$ cat src/hw/rtl/cfr_pkg.sv
`timescale 1ns / 1ps

package cfr_pkg;

    localparam int SAMPLE_W  = 16;
    localparam int COEF_W    = 16;
    localparam int OUT_W     = 20;
    localparam int PROD_W    = 32;
    localparam int FRAC_BITS = 15;
    localparam int NUM_COEF  = 7;
    localparam int CFG_IDX_W = 3;

    // Register map: coefficient i sits at index CFG_COEF_0 + i.
    localparam int CFG_COEF_0 = 0;

    typedef logic [SAMPLE_W-1:0]        t_sample;
    typedef logic signed [COEF_W-1:0]   t_coef;
    typedef logic signed [PROD_W-1:0]   t_prod;
    typedef logic signed [OUT_W-1:0]    t_filt;
    typedef logic [CFG_IDX_W-1:0]       t_cfg_idx;

    localparam t_coef COEF_RESET [NUM_COEF] = '{
        16'sd0, 16'sd0, 16'sd0, 16'sd32767, 16'sd0, 16'sd0, 16'sd0
    };

    // Flow control of the window stage into the multiply stage.
    typedef struct packed {
        logic valid;
        logic last;
    } t_stage_ctl;

endpackage

$ cat src/hw/rtl/cfr_out_if.sv
`timescale 1ns / 1ps

interface cfr_out_if;
    import cfr_pkg::*;

    logic  valid;
    logic  ready;
    t_filt filtered;
    logic  last_out;

    modport source (output valid, output filtered, output last_out, input ready);
    modport sink   (input valid, input filtered, input last_out, output ready);
endinterface

$ cat src/hw/rtl/cfr_mac.sv
`timescale 1ns / 1ps

module cfr_mac #(
    parameter int TAPS = 7
) (
    input  logic                  i_clk,
    input  logic                  i_rst_n,
    input  cfr_pkg::t_stage_ctl   i_s1,
    input  cfr_pkg::t_sample      i_win  [TAPS],
    input  cfr_pkg::t_coef        i_coef [TAPS],
    output logic                  o_take,
    cfr_out_if.source             o_filt
);
    import cfr_pkg::*;

    localparam int SUM_W = PROD_W + $clog2(TAPS + 1);

    logic                    r_v2;
    logic                    r_last2;
    t_prod                   r_prod [TAPS];
    logic                    r_v3;
    logic                    r_last3;
    t_filt                   r_filt;
    logic                    en2;
    logic                    en3;
    logic signed [SUM_W-1:0] n_sum;

    assign en3    = !r_v3 || o_filt.ready;
    assign en2    = !r_v2 || en3;
    assign o_take = en2;

    always_comb begin
        n_sum = '0;
        for (int t = 0; t < TAPS; t++) begin
            n_sum = n_sum + SUM_W'(r_prod[t]);
        end
    end

    // Multiply stage: unsigned sample times signed coefficient fits 32 bits.
    always_ff @(posedge i_clk) begin
        if (!i_rst_n) begin
            r_v2 <= 1'b0;
        end else if (en2) begin
            r_v2 <= i_s1.valid;
        end
        if (en2) begin
            r_last2 <= i_s1.last;
            for (int t = 0; t < TAPS; t++) begin
                r_prod[t] <= PROD_W'($signed({1'b0, i_win[t]}) * i_coef[t]);
            end
        end
    end

    // Sum and floor-shift into the output register.
    always_ff @(posedge i_clk) begin
        if (!i_rst_n) begin
            r_v3 <= 1'b0;
        end else if (en3) begin
            r_v3 <= r_v2;
        end
        if (en3) begin
            r_last3 <= r_last2;
            r_filt  <= n_sum[FRAC_BITS + OUT_W - 1:FRAC_BITS];
        end
    end

    assign o_filt.valid    = r_v3;
    assign o_filt.filtered = r_filt;
    assign o_filt.last_out = r_last3;

endmodule

$ cat src/flat_wrapper.sv
// flat-port wrapper written by rule: the top's interface ports become plain ports
module cfr_mac_flat import cfr_pkg::*;
#(
    parameter int TAPS = 7
)
  (i_clk, i_rst_n, i_s1, i_win, i_coef, o_take, o_filt_valid, o_filt_filtered, o_filt_last_out, o_filt_ready);
  cfr_out_if o_filt_i ();
  input  logic i_clk;
  input  logic i_rst_n;
  input  cfr_pkg::t_stage_ctl i_s1;
  input  cfr_pkg::t_sample i_win[TAPS];
  input  cfr_pkg::t_coef i_coef[TAPS];
  output logic o_take;
  output wire logic [$bits(o_filt_i.valid)-1:0] o_filt_valid;
  output wire logic [$bits(o_filt_i.filtered)-1:0] o_filt_filtered;
  output wire logic [$bits(o_filt_i.last_out)-1:0] o_filt_last_out;
  input wire logic [$bits(o_filt_i.ready)-1:0] o_filt_ready;
  assign o_filt_valid = o_filt_i.valid;
  assign o_filt_filtered = o_filt_i.filtered;
  assign o_filt_last_out = o_filt_i.last_out;
  assign o_filt_i.ready = o_filt_ready;
  cfr_mac #(.TAPS(TAPS)) u_core (.i_clk(i_clk), .i_rst_n(i_rst_n), .i_s1(i_s1), .i_win(i_win), .i_coef(i_coef), .o_take(o_take), .o_filt(o_filt_i));
endmodule
$ cat config.mk
export PLATFORM = sky130hd
export DESIGN_NAME = cfr_mac_flat
export DESIGN_NICKNAME = d
export VERILOG_FILES = /design/src/hw/rtl/cfr_pkg.sv /design/src/hw/rtl/cfr_out_if.sv /design/src/hw/rtl/cfr_mac.sv /design/src/flat_wrapper.sv
export SDC_FILE = /design/constraint.sdc
export NUM_CORES = 2
export LEC_CHECK = 0
export BUFFER_PORTS_ARGS = -buffer_cell sky130_fd_sc_hd__buf_2
export CORE_MARGIN = 3
export CORE_UTILIZATION = 34
export DETAILED_ROUTE_END_ITERATION = 12
export GPL_TIMING_DRIVEN = 0
export SLEW_MARGIN = 20
export SYNTH_ARGS = -nofsm -noshare
export SYNTH_HDL_FRONTEND = slang
export SYNTH_SLANG_ARGS = --single-unit
export TNS_END_PERCENT = 100
$ cat constraint.sdc
create_clock -name i_clk -period 7.15 [get_ports i_clk]
set_input_delay 0.3575 -clock i_clk [delete_from_list [all_inputs] [get_ports i_clk]]
set_output_delay 0.3575 -clock i_clk [all_outputs]
set_load 0.02 [all_outputs]
# Word-level counts from Yosys, hierarchy flattened
# Memories as Yosys holds them, arrays and structs flattened.
# Cells that the tools add are included.
word_totals:
  mem_count: 1
  rom_bits: 0
  register_bits: 24
  output_inout_bits: 23
  latch_bits: 0
  input_bits: 229
  mem_bits_rw: 224
memory_table:
  columns: ["name", "depth", "width", "rd", "rd_clocked_by_memory_dff", "write_ports", "line", "text"]
  rows:
  - ["u_core.r_prod", 7, 32, 7, 0, 7, "cfr_mac.sv:20", "t_prod r_prod [TAPS];"]
op_classes:
  n_reduce_logical: 4
  n_shift: 0
  n_lt_le_gt_ge: 0
  bitwise: 0
  n_div: 0
  n_eq_ne: 0
  multipliers: 7
  n_mux: 2
  n_addsub: 6
op_table:
  columns: ["operator", "n"]
  rows:
  - ["$mul A17 B16 Y32", 7]
  - ["$add A35 B32 Y35", 4]
  - ["$add A33 B32 Y34", 1]
  - ["$add A32 B32 Y33", 1]
  - ["$logic_not A1 Y1", 2]
  - ["$logic_or A1 B1 Y1", 2]
  - ["$mux W1", 2]

# Longest topological paths before layout
logic_depth:
  depth_word: 6
  depth_mapped: 26

# Worst setup path before layout
# Ideal clock, no wire load.
synth_timing:
  path_kind: "register -> register"
  from: "register u_core.r_v3 (netlist: u_core.o_filt.valid)"
  to: "register u_core.r_last2 (enable)"
  n_path_buf: 0
  setup_ns: 1.800
  arrival_time_ns: 4.464
  setup_slack_ns: 0.886
  path_stages_with_launch: 3
  period_less_slack_ns: 6.264
  path_cell_list: "dfxtp_1 > nor2b_1 > nand2_1"
synth_between:
  elab_chain_cells: 3
synth_rtl:
  columns: ["element", "line", "text"]
  rows:
  - ["start, declared", "cfr_mac.sv:21", "logic r_v3;"]
  - ["start signal, assigned", "cfr_mac.sv:59", "r_v3 <= r_v2;"]
  - ["$logic_not A1 Y1", "cfr_mac.sv:28", "assign en3 = !r_v3 || o_filt.ready;"]
  - ["$logic_or A1 B1 Y1", "cfr_mac.sv:28", null]
  - ["$logic_or A1 B1 Y1", "cfr_mac.sv:29", "assign en2 = !r_v2 || en3;"]
  - ["via o_take", "flat_wrapper.sv:13", "output logic o_take;"]
  - ["end signal, assigned", "cfr_mac.sv:47", "r_last2 <= i_s1.last;"]
  - ["end, declared", "cfr_mac.sv:19", "logic r_last2;"]
# The timed path passes the listed nets, and every way through them passes these cells.
# A chain may end at the register's enable or synchronous reset.

==> qor.yml <==
status: "finished clean"
stdcell_count: 11000
synthMuxAreaShare_pct: 0
drtIter0Drc: 3346
port-buffer-count: 251
die-area_um2: 222000
worst-path-stages: 26
clock_path_buffers: 3
post-route-period-util_pct: 97.8
grt_usage_pct: 19.0
fin_nets: 10800
slowest_delay_ns: 0.51
fillers: 21800
crit_start: "u_core.r_prod[2][1]$_DFFE_PP_"
hp-class: "in -> reg"
wl_per_cell_um: 18.8
cpLargestDelayFamily: "adder cells"
cts_num_sinks: 248
critPathMaxFanout: 4
cts_tree: "built"
r2r-end: "u_core.o_filt.filtered[16]$_DFFE_PP_"
core_area_um2: 215000
yosys_warnings: 0
r2r_cells: 26
cp.required_ns: 7.46
area_growth_pct: 8.75
via_per_inst: 4.86
insertion_delay_ns: 0.59
drive_gt1_share_pct: 4.77
antenna_found_initial: 11
hold_violations: 0
fmax_ghz: 0.143
antenna_left: 0
cp_data_arrival_time_ns: 7.31
fin_worst_skew_ns: 0.0222
cts_made_buffers: 36
synth_seq_area_share_pct: 10.1
crit_type: "reg -> reg"
cts-root-buf: "clkbuf_16"
synth-xor-area-share_pct: 3.12
post_cts_buffers: 0
grt_remaining_overflow: 0
rsz0062_at_grt: "yes"
routed_wl_um: 208000
setup_violations: 0
mostFrequentLayoutCell: "inv_1"
fin_ws_ns: 0.156
slew-limit-headroom_pct: 26.1
gp_congestion: 0.937
clk_pin_slew_ns: 0.05
initial_core_util_pct: 34.2
syn_area_um2: 73600
die_y_um: 471
slew_violations: 0
r2r_start: "u_core.r_prod[2][1]$_DFFE_PP_"
tightest_slew_ns: 1.11
synth-edff-count: 246
multi_input_area_um2: 58500
critPathLaunchType: "register"
synth_nets: 10500
async_reset_ff_share_pct: 0
synthSimpleGateAreaFrac_pct: 14.8
final_cell_mix: "inv_1 (1869), fa_1 (1490), nand2_1 (1090)"
dr.pass1.iters: 6
syn_area_per_cell_um2: 9.34
pre_cts_ws_ns: -0.548
cap_violations: 0
first_global_vias: 57800
ys.flop_type: "edfxtp_1"
die_w_um: 471
cts_max_level: 2
num_vias: 53700
path_buf_inv: 2
grt_max_degree: 46
synthAdderAreaFrac_pct: 55.6
synth_top_area_share_pct: 40.6
netlist_instances: 7876
ioPinCount: 252
synth_top_family_by_area: "adder cells"
grt_pass1_wl_um: 330000
synthDistinctLibCells: 75
rows: 170
r2r_slack_ns: 0.16
crit_path_frequent_cell: "a21oi_2"
fin_crit_ns: 6.99
hpwl_um: 180000
endpoint_kind: "register"
seq_area_um2: 7430
place_inst: 11000
remaining_drc_errors: 0
synth_top_cells_by_area: "fa_1 (41%), ha_1 (15%), edfxtp_1 (10%), inv_1 (9.5%), and2_1 (6.0%)"
synth-seq-cells: 248
yosysTopAreaCell: "fa_1"
synth-compound-area-share_pct: 5.61
cp_slowest_cell: "fa_1"
endpoint: "u_core.o_filt.filtered[16]$_DFFE_PP_"
==> per-stage QoR <==
stage	hold WS [ns]	util (%)	setup TNS [ns]	area [um^2]
after detailed placement	0.405	36.5	-5.52	78500
after floorplan	0.400	-	0	73600
after global routing	0.149	37.2	-0.100	80000
after global placement	0.403	36.5	-408.01	78400
after CTS	0.111	37.2	0	79800
final	0.159	37.2	0	80000
==> Yosys cell counts, drive strengths merged (5+ instances only) <==
cell type	number
nand4	27
nor3	43
or3	10
and3	17
or2	5
inv	1869
o31ai	7
a21oi	217
o21bai	35
a41oi	7
nor4	9
and2	700
nand2	1092
edfxtp	246
fa	1491
clkbuf	240
nor2b	29
a21o	99
nor2	134
o21a	31
xor2	66
nand2b	119
o21ai	117
o211ai	17
and4	6
a21boi	8
nand3	37
a211oi	22
xnor2	196
ha	884
o2111ai	7
a31oi	18
a31o	6
o41ai	5
==> sequential cells by signal (all words and copies together), names as in the netlist <==
signal and flops:
u_core.o_filt.valid 1, u_core.o_filt.last_out 1, u_core.r_last2 1, u_core.o_filt.filtered 20
u_core.r_v2 1, u_core.r_prod 224
==> routing by layer <==
layer  track usage (%)  share of wire [%]  vias to the layer above
li1                  -                  -                    24400
met1              25.2                 42                    27300
met2              32.2                 48                     1569
met3              2.09                5.5                      306
met4              6.50                3.9                        2
met5                 0             0.0063                        -
==> final cells by class <==
class,instances,area share [%]
diodes,7,0.0219
plain buffers,240,1.13
clock buffers,39,1.14
clock inverters,26,0.319
inverters,1869,8.77
multi-input cells,5519,73.2
flip-flops and latches,248,9.28
well taps,2838,4.44
repair buffers,259,1.74
==> repair_timing <==
| item | 4_1_cts | 5_1_grt |
|---|---|---|
| resized for setup | 26 | 32 |
| endpoints found under the setup margin | 13 | 14 |
| hold buffers | 3 | 0 |
| hold endpoints to repair | 3 | 0 |
| pin swaps | 3 | 5 |
==> how the worst min path moves through the flow <==
| stage | start | end | slack, ns | cells past startpoint |
|---|---|---|---|---|
| after global placement | u_core.r_last2$_DFFE_PP_ | u_core.o_filt.last_out$_DFFE_PP_ | 0.40 | 0 |
| after global routing | o_filt_ready | u_core.o_filt.valid$_SDFFE_PN0P_ | 0.15 | 3 |
| final | i_coef[96] | u_core.r_prod[0][0]$_DFFE_PP_ | 0.16 | 2 |
| after CTS | i_coef[96] | u_core.r_prod[0][0]$_DFFE_PP_ | 0.11 | 2 |
| after detailed placement | u_core.r_last2$_DFFE_PP_ | u_core.o_filt.last_out$_DFFE_PP_ | 0.41 | 0 |
| after floorplan | u_core.r_last2$_DFFE_PP_ | u_core.o_filt.last_out$_DFFE_PP_ | 0.40 | 0 |
==> logic make-up after synthesis <==
| group | count (synthesis) |
|---|---|
| flip-flops | 248 |
| adder cells (fa/ha/maj) | 2375 |
| XOR/XNOR | 262 |
| AND/OR/NAND/NOR | 2240 |
| AO/OA/AOI/OAI | 642 |
| buffers and inverters | 2109 |
Power is left out: the tool's default activity adds up to more than one toggle a clock period on the data nets, which glitch-free logic cannot reach.
